==> src/rtl/core/crctf_pkg.sv <==
// Shared constants for the CRC-16 telemetry framer.
`timescale 1ns / 1ps
`default_nettype none
package crctf_pkg;

  // Payload bytes per frame, 1..8
  localparam int unsigned PAYLOAD_BYTES = 8;

  localparam int unsigned BYTE_W  = 8;
  localparam int unsigned CRC_W   = 16;
  localparam int unsigned COUNT_W = 3;

  localparam logic [CRC_W-1:0] CRC_INIT = 16'hFFFF;
  localparam logic [CRC_W-1:0] CRC_POLY = 16'hA001;

  // Pending CRC bytes after the last payload beat
  typedef enum logic [1:0] {
    PEND_NONE = 2'd0,
    PEND_HI   = 2'd1,
    PEND_BOTH = 2'd2
  } pend_t;

endpackage
`default_nettype wire

==> src/rtl/core/crctf_fold.sv <==
// Folds one byte into a reflected CRC-16/Modbus value, eight bit steps unrolled.
`timescale 1ns / 1ps
`default_nettype none
module crctf_fold (
  input  wire logic [crctf_pkg::CRC_W-1:0]  crc_in,
  input  wire logic [crctf_pkg::BYTE_W-1:0] data_in,
  output logic      [crctf_pkg::CRC_W-1:0]  crc_out
);

  always_comb begin
    logic [crctf_pkg::CRC_W-1:0] c;
    c = crc_in ^ {{(crctf_pkg::CRC_W - crctf_pkg::BYTE_W){1'b0}}, data_in};
    for (int k = 0; k < crctf_pkg::BYTE_W; k++) begin
      if (c[0]) begin
        c = (c >> 1) ^ crctf_pkg::CRC_POLY;
      end else begin
        c = c >> 1;
      end
    end
    crc_out = c;
  end

endmodule
`default_nettype wire

==> src/rtl/core/crc16_telemetry_framer.sv <==
// An accepted payload beat passes from the input skid register into the output register; a beat
// that follows the last byte of a frame also waits behind the two CRC beats, and output stalls hold it.
// One payload byte per cycle while the output is not stalled and no CRC beats are owed; each frame
// adds two CRC beats, which share the single output register with the payload beats.
// A one-beat input skid register takes one more beat while the output is stalled.
// Reset (synchronous, rst_n low): all beats dropped, CRC back to 0xFFFF, byte count to zero.
`timescale 1ns / 1ps
`default_nettype none
module crc16_telemetry_framer (
  input  wire logic        clk,
  input  wire logic        rst_n,
  input  wire logic        in_tvalid,
  output logic             in_tready,
  input  wire logic [7:0]  in_tdata,   // [7:0] payload_byte
  output logic             out_tvalid,
  input  wire logic        out_tready,
  output logic [7:0]       out_tdata,  // [7:0] tx_byte
  output logic             out_tuser,  // [0] is_check_byte
  output logic             out_tlast   // frame_end
);

  localparam int unsigned TAKEN_W = crctf_pkg::COUNT_W + 1;

  logic                              hold_valid_r, hold_valid_nxt;
  logic [crctf_pkg::BYTE_W-1:0]      hold_byte_r;
  logic [crctf_pkg::CRC_W-1:0]       crc_acc_r, crc_acc_nxt;
  logic [crctf_pkg::CRC_W-1:0]       crc_hold_r, crc_hold_nxt;
  logic [crctf_pkg::COUNT_W-1:0]     count_r, count_nxt;
  crctf_pkg::pend_t                  pend_r, pend_nxt;
  logic                              out_valid_r, out_valid_nxt;
  logic [crctf_pkg::BYTE_W-1:0]      out_byte_r, out_byte_nxt;
  logic                              out_user_r, out_user_nxt;
  logic                              out_last_r, out_last_nxt;

  logic [crctf_pkg::CRC_W-1:0]       crc_fold;
  logic [TAKEN_W-1:0]                taken;
  logic                              last_byte;
  logic                              out_free;
  logic                              advance;
  logic                              in_fire;

  crctf_fold u_fold (
    .crc_in  (crc_acc_r),
    .data_in (hold_byte_r),
    .crc_out (crc_fold)
  );

  assign taken     = {1'b0, count_r} + TAKEN_W'(1);
  assign last_byte = (taken >= TAKEN_W'(crctf_pkg::PAYLOAD_BYTES)) || taken[TAKEN_W-1];
  assign out_free  = !out_valid_r || out_tready;
  // CRC beats take the output slot before the next payload beat
  assign advance   = hold_valid_r && (pend_r == crctf_pkg::PEND_NONE) && out_free;
  assign in_tready = !hold_valid_r || advance;
  assign in_fire   = in_tvalid && in_tready;

  always_comb begin
    hold_valid_nxt = hold_valid_r;
    crc_acc_nxt    = crc_acc_r;
    crc_hold_nxt   = crc_hold_r;
    count_nxt      = count_r;
    pend_nxt       = pend_r;
    out_valid_nxt  = out_valid_r;
    out_byte_nxt   = out_byte_r;
    out_user_nxt   = out_user_r;
    out_last_nxt   = out_last_r;

    if (out_valid_r && out_tready) begin
      out_valid_nxt = 1'b0;
    end

    if (in_fire) begin
      hold_valid_nxt = 1'b1;
    end else if (advance) begin
      hold_valid_nxt = 1'b0;
    end

    if (out_free) begin
      unique case (pend_r)
        crctf_pkg::PEND_BOTH: begin
          out_valid_nxt = 1'b1;
          out_byte_nxt  = crc_hold_r[7:0];
          out_user_nxt  = 1'b1;
          out_last_nxt  = 1'b0;
          pend_nxt      = crctf_pkg::PEND_HI;
        end
        crctf_pkg::PEND_HI: begin
          out_valid_nxt = 1'b1;
          out_byte_nxt  = crc_hold_r[15:8];
          out_user_nxt  = 1'b1;
          out_last_nxt  = 1'b1;
          pend_nxt      = crctf_pkg::PEND_NONE;
        end
        default: begin
          if (hold_valid_r) begin
            out_valid_nxt = 1'b1;
            out_byte_nxt  = hold_byte_r;
            out_user_nxt  = 1'b0;
            out_last_nxt  = 1'b0;
            if (last_byte) begin
              crc_hold_nxt = crc_fold;
              crc_acc_nxt  = crctf_pkg::CRC_INIT;
              count_nxt    = '0;
              pend_nxt     = crctf_pkg::PEND_BOTH;
            end else begin
              crc_acc_nxt  = crc_fold;
              count_nxt    = taken[crctf_pkg::COUNT_W-1:0];
            end
          end
        end
      endcase
    end
  end

  always_ff @(posedge clk) begin
    if (!rst_n) begin
      hold_valid_r <= 1'b0;
      crc_acc_r    <= crctf_pkg::CRC_INIT;
      count_r      <= '0;
      pend_r       <= crctf_pkg::PEND_NONE;
      out_valid_r  <= 1'b0;
    end else begin
      hold_valid_r <= hold_valid_nxt;
      crc_acc_r    <= crc_acc_nxt;
      count_r      <= count_nxt;
      pend_r       <= pend_nxt;
      out_valid_r  <= out_valid_nxt;
    end
  end

  always_ff @(posedge clk) begin
    if (in_fire) begin
      hold_byte_r <= in_tdata;
    end
    crc_hold_r <= crc_hold_nxt;
    out_byte_r <= out_byte_nxt;
    out_user_r <= out_user_nxt;
    out_last_r <= out_last_nxt;
  end

  assign out_tvalid = out_valid_r;
  assign out_tdata  = out_byte_r;
  assign out_tuser  = out_user_r;
  assign out_tlast  = out_last_r;

  // Last payload beat of a frame sits in the output register
  a_pend_both: assert property (@(posedge clk) disable iff (!rst_n)
    pend_r == crctf_pkg::PEND_BOTH |-> out_valid_r && !out_user_r && !out_last_r)
    else $error("pending CRC without the last payload beat in the output");

  // CRC low byte is showing while the high byte waits
  a_pend_hi: assert property (@(posedge clk) disable iff (!rst_n)
    pend_r == crctf_pkg::PEND_HI |-> out_valid_r && out_user_r && !out_last_r)
    else $error("CRC low byte not in the output while the high byte is pending");

  // Frame state is already back at reset while the CRC beats drain
  a_pend_reset: assert property (@(posedge clk) disable iff (!rst_n)
    pend_r != crctf_pkg::PEND_NONE |-> crc_acc_r == crctf_pkg::CRC_INIT && count_r == '0)
    else $error("CRC or byte count not cleared at frame end");

  // Frame end only on a check byte
  a_last_check: assert property (@(posedge clk) disable iff (!rst_n)
    out_valid_r && out_last_r |-> out_user_r)
    else $error("frame end on a payload beat");

  // No payload beat leaves the skid register while CRC beats are owed
  a_no_advance: assert property (@(posedge clk) disable iff (!rst_n)
    pend_r != crctf_pkg::PEND_NONE && hold_valid_r && !in_tready |=> hold_valid_r)
    else $error("held payload beat lost during CRC beats");

endmodule
`default_nettype wire
==> config.mk <==
export PLATFORM = sky130hd
export DESIGN_NAME = crc16_telemetry_framer
export DESIGN_NICKNAME = d
export VERILOG_FILES = /design/src/rtl/core/crctf_pkg.sv /design/src/rtl/core/crctf_fold.sv /design/src/rtl/core/crc16_telemetry_framer.sv
export SDC_FILE = /design/constraint.sdc
export NUM_CORES = 1
export LEC_CHECK = 0
export BUFFER_PORTS_ARGS = -buffer_cell sky130_fd_sc_hd__buf_4
export CAP_MARGIN = 25
export CORE_UTILIZATION = 55
export CTS_CLUSTER_SIZE = 40
export DETAILED_ROUTE_END_ITERATION = 8
export PLACE_DENSITY_LB_ADDON = 0.3
export SLEW_MARGIN = 10
export SYNTH_ARGS = -nofsm -noshare
export SYNTH_HDL_FRONTEND = slang
export SYNTH_SLANG_ARGS = --single-unit
==> constraint.sdc <==
create_clock -name clk -period 4.8 [get_ports clk]
set_input_delay 0.96 -clock clk [delete_from_list [all_inputs] [get_ports clk]]
set_output_delay 0.96 -clock clk [all_outputs]
set_load 0.01 [all_outputs]
; After elaboration in Yosys (flattened, before gate mapping)
; Cells that the tools add are included.
[word_totals]
reg_bits = 57
latchBits = 0
mem_bits_rw = 0
mem_bits_ro = 0
in_bits = 12
out_inout_bits = 12
memories = 0
[classes]
add_sub_neg = 1
multipliers = 0
div_mod_pow = 0
order_cmp = 1
n_eq_ne = 2
shifts = 0
n_mux = 23
bitwise_logic = 10
reduce_logical = 20
[op_table]
columns = cell, n
row1 = $mux 16, 9
row2 = $not 2->3, 8
row3 = $pmux 8 s2, 1
row4 = $xor 16x8->16, 1
row5 = $mux 8, 1
row6 = $mux 1, 7
row7 = $reduce_and 3->1, 2
row8 = $reduce_bool 3->1, 2
row9 = $add 3x1->4 const B, 1
row10 = $ge 4x4->1 const B, 1
row11 = $logic_and 1x1->1, 4
row12 = $mux 2, 2
row13 = $pmux 2 s2, 1
row14 = $reduce_and 2->1, 2
row15 = $reduce_and 4->1, 1
row16 = $reduce_bool 2->1, 2
row17 = $logic_or 1x1->1, 3
row18 = $mux 3, 1
row19 = $eq 2x1->1 const B, 1
row20 = $eq 2x2->1 const B, 1
row21 = $logic_not 1->1, 2
row22 = $logic_not 2->1, 1
row23 = $pmux 1 s2, 1
row24 = $reduce_or 2->1, 1
row25 = $not 1->1, 1

; Depth between registers and ports, before layout
; Gate-level depths: netlist of the first run.
[depth]
word_depth = 18
mapped_depth = 8
mapped_depth_nobuf = 7

; By module
; Synthesis of the first run repeated with hierarchy kept, for this count alone.
[unflattened]
hier_cells = 217
area_unflattened_um2 = 2696.3
[modules_own_cells]
columns = module, instances, cells_each, area_per_inst_um2, seq_area_each_um2
row1 = crc16_telemetry_framer, 1, 188, 2412.3, 1481.4
row2 = crctf_fold, 1, 29, 284.0, 0.0

; Worst setup path before layout of the first run
; No wires, ideal clock.
[synth_timing]
path_kind = input to register
startpoint = input out_tready
endpoint = register crc_acc_r[11] in the netlist's numbering
t_arrival_ns = 2.503
required_ns = 4.737
path_slack_ns = 2.234
path_stages = 7
cell_sequence = nand2b_1 -> nand3b_1 -> nor2_1 -> nor2b_1 -> clkbuf_1 -> clkbuf_1 -> nand3_1
[synth_via]
elab_chain_cells = 2
[synth_rtl]
columns = element, line
row1 = start: declaration, crc16_telemetry_framer.sv:16  ; input wire logic out_tready,
row2 = $logic_or 1x1->1, crc16_telemetry_framer.sv:50  ; assign out_free = !out_valid_r || out_tready;
row3 = $reduce_and 3->1 (no source line), -
row4 = end signal: assignment, crc16_telemetry_framer.sv:117  ; crc_acc_r <= crctf_pkg::CRC_INIT;
row5 = end signal: assignment, crc16_telemetry_framer.sv:123  ; crc_acc_r <= crc_acc_nxt;
row6 = end: declaration, crc16_telemetry_framer.sv:26  ; logic [crctf_pkg::CRC_W-1:0] crc_acc_r, crc_acc_nxt;
; Every way passes these cells.
; A chain may end at the register's enable or synchronous reset.

; Final worst setup path of the first run
[layout_timing]
startpoint = register pend_r[1]
endpoint = register crc_acc_r[0] in the netlist's numbering
[layout_via]
elab_chain_cells = 4
[layout_rtl]
columns = element, line
row1 = start: declaration, crc16_telemetry_framer.sv:29  ; crctf_pkg::pend_t pend_r, pend_nxt;
row2 = start signal: assignment, crc16_telemetry_framer.sv:119  ; pend_r <= crctf_pkg::PEND_NONE;
row3 = start signal: assignment, crc16_telemetry_framer.sv:125  ; pend_r <= pend_nxt;
row4 = $eq 2x1->1 or $eq 2x2->1 (tied branches), crc16_telemetry_framer.sv:78  ; unique case (pend_r)
row5 = $reduce_or 2->1 (no source line) *, -
row6 = $not 1->1 (no source line) *, -
row7 = $reduce_and 3->1 (no source line) *, -
; Mark *: on every way between the ends. The rest lies on a longest branch, timed or not.

==> results.ini, run 1 <==
[clock_network]
clock_path_buffers=2
hold_buffers=0
cts.sinks=57
root_buffer=clkbuf_8
post-cts-setup-buffers=0
ctsHtreeMaxLevel=3
clk_latency_ns=0.34
cts_tree=done
path_clk_slew_ns=0.06
cts_inserted_buffers=9
ctsResizeCount=0

[floorplanning]
initial_core_util_pct=57.6
die_x_um=69.8
io_pins=24
dieHeight_um=69.8
design.die.area_mm2=0.00487
rows=24
coreArea_mm2=0.00438

[sta]
setup_violations=0
fin_worst_skew_ns=0.00963
max_freq_mhz=384
max_slew_margin_pct=53.2
fin_crit_ns=2.60
hold_viol_final=0
setup_tns_ns=0
fin_crit_sh_pct=54.2
drv_slew=0
worstMarginPinSlew_ns=0.699
rsz0062_at_grt=false

[synth]
synth_top_family_by_area=XOR/XNOR gates
seq_area_frac_synth_pct=58.6
yosys.area_share.adder_pct=2.48
synth_area_per_cell_um2=12.1
netlist_area_mm2=0.00253
ys_types=35
postSynthCellCount=209
synth_fp_nets=226
synth_xor_area_share_pct=15.2
yosys_warnings=0
synth-compound-area-share_pct=7.67
ys_seq_elements=57
yosys.area_share.simple_pct=13.8
synthMuxAreaShare_pct=0

[drt]
drtAntennaViolNets=0
routed_via_density=5.32
dr.pass1.iters=4
vias=1569
post_drt_wl_per_cell_um=14.6
initialDrtViolationCount=127
drc_errors=0
drt-total-wl_mm=4.30

[outcome]
outcome=completed

[grt]
gr-usage-all-layers_pct=20.0
grt_pass1_vias=1436
grt_max_degree=23
grt-ovfl-total=0
antenna_found_initial=0
grt_pass1_wl_mm=7.15

[finish]
diodes=0
num-fill-cells=343
fin_nets=255
area_growth_pct=16.3
layout_commonest_cell=edfxtp_1
finalCoreUtilization_pct=67.1
seqCellArea_mm2=0.00148
final_cells=295
drive_above_1_share_pct=22.6
multi_input_area_um2=990
mostFrequentLayoutCells=edfxtp_1, nand2_1, buf_4

[min_path]
min_path_cells=0
hp-class=reg -> reg

[setup_path]
path_cells=inv_1, ha_1, nand3b_1, buf_4, nor2_1, buf_4, nor2b_1, buf_4, o2111ai_1
crit_buf_inv=4
critical_path.endpoint_type=flop
cp_common_cell=buf_4
cp.arrival_ns=2.81
cp_slowest_stage_delay_ns=0.66
crit_cells=9
rr_worst_depth=9
worst-setup-path-type=reg -> reg
required_ns=5.01
slowest_stage=ha_1
cpLargestDelayFamily=buffers and inverters
critical_path.startpoint_type=flop
cp_max_fo=22

[place]
place.gp.congestion=0.797
placed_cells_incl_taps=278
hpwl_mm=3.00
io_buffers=23

[power_and_ir_drop]
power_density_mw_per_mm2=498
vdd_drop_max_mv=0.277
leakage_uw=0.00117

[job]
drv_cap=0

-- Yosys cell counts --
cell | number | area, µm²
nand2b_1 | 1 | 6.26
o41ai_1 | 1 | 8.76
xor2_1 | 3 | 26.3
a211oi_1 | 1 | 7.51
clkbuf_1 | 9 | 33.8
a21boi_0 | 1 | 7.51
nor2_1 | 15 | 56.3
nor3b_1 | 2 | 15.0
ha_1 | 5 | 62.6
nand4_1 | 2 | 12.5
a22oi_1 | 8 | 60.1
xnor2_2 | 11 | 179
a31oi_1 | 1 | 6.26
o2111ai_1 | 1 | 8.76
edfxtp_1 | 34 | 1020
a21boi_1 | 1 | 7.51
dfxtp_1 | 23 | 460
nand3b_1 | 1 | 7.51
xor2_2 | 2 | 32.5
inv_2 | 1 | 3.75
xor2_4 | 1 | 27.5
and2_1 | 3 | 18.8
or4_1 | 1 | 7.51
xnor3_1 | 1 | 22.5
o211ai_1 | 3 | 22.5
o211a_1 | 1 | 10.0
nor2b_1 | 4 | 25.0
inv_1 | 5 | 18.8
xnor2_1 | 8 | 70.1
nand3_1 | 13 | 65.1
nand2_1 | 30 | 113
and3_1 | 1 | 6.26
xnor2_4 | 1 | 27.5
a21oi_1 | 11 | 55.1
nor3_1 | 3 | 15.0
-- power by group --
part | leakage (µW) | switching [µW] | total, µW | internal (µW)
Combinational | 0.000570 | 219 | 410 | 191
Clock | 0.0000918 | 178 | 415 | 236
Sequential | 0.000506 | 38.9 | 638 | 600
Total | 0.00117 | 436 | 1460 | 1030
-- cells by family after synthesis --
family / count (synthesis)
AND/OR/NAND/NOR: 76
flip-flops: 57
AO/OA/AOI/OAI: 29
XOR/XNOR: 27
buffers and inverters: 15
adder cells (fa/ha/maj): 5
-- layer usage --
layer	up-vias	global-route usage, %	share of wire, %
li1	793	-	-
met1	725	28.4	47
met2	41	27.0	45
met3	10	5.23	5.8
met4	0	12.7	2.4
met5	-	0	0
-- flip-flops by register name, indices dropped and copies added (netlist names) --
| name | flops |
|---|---|
| crc_acc_r | 16 |
| crc_hold_r | 16 |
| hold_byte_r | 8 |
| out_tdata | 8 |
| count_r | 3 |
| pend_r | 2 |
| hold_valid_r | 1 |
| out_tlast | 1 |
| out_tuser | 1 |
| out_tvalid | 1 |
-- path summary, 6_finish.rpt --
| path | start | to | slack (ns) |
|---|---|---|---|
| setup / recovery | pend_r[1] | crc_acc_r[0] | 2.20 |
| hold / removal | crc_acc_r[13] | crc_hold_r[5] | 0.47 |
| setup reg to reg | pend_r[1] | crc_acc_r[0] | 2.20 |
| hold reg to reg | crc_acc_r[13] | crc_hold_r[5] | 0.47 |
-- layout make-up --
cell class,count,area share (%)
Sequential cell,57,50.4
Clock buffer,12,4.60
Tap cell,52,2.21
Inverter,6,0.766
Clock inverter,4,1.49
Timing Repair Buffer,27,6.89
Multi-Input combinational cell,137,33.7
-- per-stage QoR --
step	instance area (µm²)	hold WS, ns	worst slack, ns	total power [µW]
6_report	2940	0.469	2.20	1460
5_1_grt	2940	0.491	1.96	1530
4_1_cts	2930	0.471	1.68	1470
3_5_place_dp	2750	0.458	1.67	1060
3_3_place_gp	2750	0.445	1.75	1040
2_1_floorplan	2530	0.430	2.23	961
Power figures use the tool's default switching activity.
==> run 2: changes to the inputs <==
--- a/config.mk
+++ b/config.mk
@@ -7,7 +7,7 @@
 export LEC_CHECK = 0
 export BUFFER_PORTS_ARGS = -buffer_cell sky130_fd_sc_hd__buf_4
 export CAP_MARGIN = 25
-export CORE_UTILIZATION = 55
+export CORE_UTILIZATION = 52
 export CTS_CLUSTER_SIZE = 40
 export DETAILED_ROUTE_END_ITERATION = 8
 export PLACE_DENSITY_LB_ADDON = 0.3
==> constraint.sdc (replaced) <==
create_clock -name clk -period 2.3 [get_ports clk]
set_input_delay 0.46 -clock clk [delete_from_list [all_inputs] [get_ports clk]]
set_output_delay 0.46 -clock clk [all_outputs]
set_load 0.01 [all_outputs]
==> results.ini, run 2 (synthesis results as in run 1) <==
[outcome]
outcome=completed  ; unchanged

[setup_path]
cp.arrival_ns=2.17  ; was 2.81 ns
crit_buf_inv=0  ; was 4
cp_common_cell=xnor2_2  ; was buf_4
reg2reg_from=hold_byte_r[3]  ; was pend_r[1]
worst-setup-path-type=reg -> reg  ; unchanged
slowest_stage=edfxtp_1  ; was ha_1
crit_cells=6  ; was 9
critical_path.startpoint_type=flop  ; unchanged
rr_worst_depth=6  ; was 9
cp_slowest_stage_delay_ns=0.43  ; was 0.66 ns
startpoint=hold_byte_r[3]  ; was pend_r[1]
cp_max_fo=4  ; was 22
path_cells=xnor2_2, xnor2_2, xnor3_1, xnor2_1, a211oi_1, o2111ai_1  ; was inv_1, ha_1, nand3b_1, buf_4, nor2_1, buf_4, nor2b_1, buf_4, o2111ai_1
crit_end=crc_acc_r[0]  ; unchanged
cpLargestDelayFamily=XOR/XNOR gates  ; was buffers and inverters
required_ns=2.50  ; was 5.01 ns
ff2ff_setup_slack_ns=0.33  ; was 2.20 ns
critical_path.endpoint_type=flop  ; unchanged
r2r_end=crc_acc_r[0]  ; unchanged

[sta]
fin_crit_ns=1.97  ; was 2.60 ns
max_freq_mhz=508  ; was 384 MHz
max_slew_margin_pct=70.6  ; was 53.2%
hold_viol_final=0  ; unchanged
drv_slew=0  ; unchanged
worstMarginPinSlew_ns=0.440  ; was 0.699 ns
fin_worst_skew_ns=0.00587  ; was 0.00963 ns
setup_ws_ns=0.333  ; was 2.20 ns
fin_crit_sh_pct=85.5  ; was 54.2%
setup_violations=0  ; unchanged
setup_tns_ns=0  ; unchanged
rsz0062_at_grt=false  ; unchanged

[drt]
vias=1605  ; was 1569
dr.pass1.iters=5  ; was 4
drc_errors=0  ; unchanged
post_drt_wl_per_cell_um=14.9  ; was 14.6 µm
drtAntennaViolNets=0  ; unchanged
initialDrtViolationCount=99  ; was 127
drt-total-wl_mm=4.43  ; was 4.30 mm
routed_via_density=5.40  ; was 5.32

[clock_network]
hold_buffers=0  ; unchanged
cts.sinks=57  ; unchanged
post-cts-setup-buffers=0  ; unchanged
clock_path_buffers=2  ; unchanged
root_buffer=clkbuf_8  ; unchanged
ctsResizeCount=0  ; unchanged
clk_latency_ns=0.33  ; was 0.34 ns
ctsHtreeMaxLevel=3  ; unchanged
cts_tree=done  ; unchanged
cts_inserted_buffers=9  ; unchanged
path_clk_slew_ns=0.06  ; about the same

[floorplanning]
die_x_um=71.7  ; was 69.8 µm
rows=24  ; unchanged
initial_core_util_pct=56.1  ; was 57.6%
dieHeight_um=71.7  ; was 69.8 µm
design.die.area_mm2=0.00514  ; was 0.00487 mm²
io_pins=24  ; unchanged
coreArea_mm2=0.00450  ; was 0.00438 mm²

[finish]
layout_commonest_cell=edfxtp_1  ; unchanged
drive_above_1_share_pct=24.5  ; was 22.6%
mostFrequentLayoutCells=edfxtp_1, nand2_1, buf_4  ; unchanged
diodes=0  ; unchanged
final_cells=297  ; was 295
area_growth_pct=18.2  ; was 16.3%
num-fill-cells=352  ; was 343
finalCoreUtilization_pct=66.3  ; was 67.1%
multi_input_area_um2=990  ; unchanged
reg.largest.list=crc_acc_r x16, crc_hold_r x16  ; unchanged
fin_nets=257  ; was 255
seqCellArea_mm2=0.00148  ; unchanged

[job]
drv_cap=0  ; unchanged

[min_path]
hp-class=in -> reg  ; was reg -> reg

[grt]
antenna_found_initial=0  ; unchanged
gr-usage-all-layers_pct=19.7  ; was 20.0%
grt_pass1_wl_mm=7.36  ; was 7.15 mm
grt_max_degree=20  ; was 23
grt_pass1_vias=1525  ; was 1436
grt-ovfl-total=0  ; unchanged

[place]
place.gp.congestion=0.839  ; was 0.797
placed_cells_incl_taps=281  ; was 278
hpwl_mm=3.08  ; was 3.00 mm
io_buffers=23  ; unchanged
place_ws_ns=0.340  ; was 1.67 ns

[power_and_ir_drop]
vdd_drop_max_mv=0.598  ; was 0.277 mV
power_density_mw_per_mm2=1070  ; was 498 mW/mm²
leakage_uw=0.00119  ; was 0.00117 µW

## run 2: cell count changes in the layout (fill, tap and decap cells not counted)
cell and change:
buf_4 +2, clkbuf_1 -2, bufinv_16 +1, clkinv_1 -1, clkinv_2 +1, clkinvlp_4 +1
## run 2: power by group
| group | internal, µW | total, µW | leakage, µW | switching [µW] |
|---|---|---|---|---|
| logic | 407 | 872 | 0.000581 | 465 |
| clock network | 604 | 998 | 0.000106 | 394 |
| registers | 1250 | 1330 | 0.000506 | 76.5 |
## run 2: cell type report
class,count,area share [%]
Multi-Input combinational cell,137,33.1
Clock buffer,10,4.27
Tap cell,52,2.18
Sequential cell,57,49.6
Clock inverter,6,2.76
Timing Repair Buffer,29,7.29
Inverter,6,0.754
## run 2: per-stage QoR
stage                     power, µW  hold WS (ns)  instance area, µm²
after floorplan                2000         0.430                2530
after global placement         2190         0.448                2780
after detailed placement       2220         0.463                2780
after CTS                      3220         0.285                2990
after global routing           3350         0.278                2990
final                          3200         0.301                2990
## run 2: worst register-to-register path, cell delays in order (launching register included)
cell and delay [ns]:
edfxtp_1 0.43, xnor2_2 0.19, xnor2_2 0.29, xnor3_1 0.40, xnor2_1 0.14, a211oi_1 0.25
o2111ai_1 0.14
## run 2: worst min-delay path by stage
stage	from	end	slack [ns]	cells after the start
after floorplan	crc_acc_r[9]	crc_hold_r[1]	0.43	0
after global placement	crc_acc_r[13]	crc_hold_r[5]	0.45	0
after detailed placement	crc_acc_r[11]	crc_hold_r[3]	0.46	0
after CTS	in_tdata[6]	hold_byte_r[6]	0.28	1
after global routing	in_tdata[6]	hold_byte_r[6]	0.28	1
final	in_tdata[6]	hold_byte_r[6]	0.30	1
## run 2: metal layers
layer,global-route usage (%),wire length (µm)
met4,10.5,69
met1,27.9,2220
met2,27.3,1940
met3,5.91,204
met5,0,0
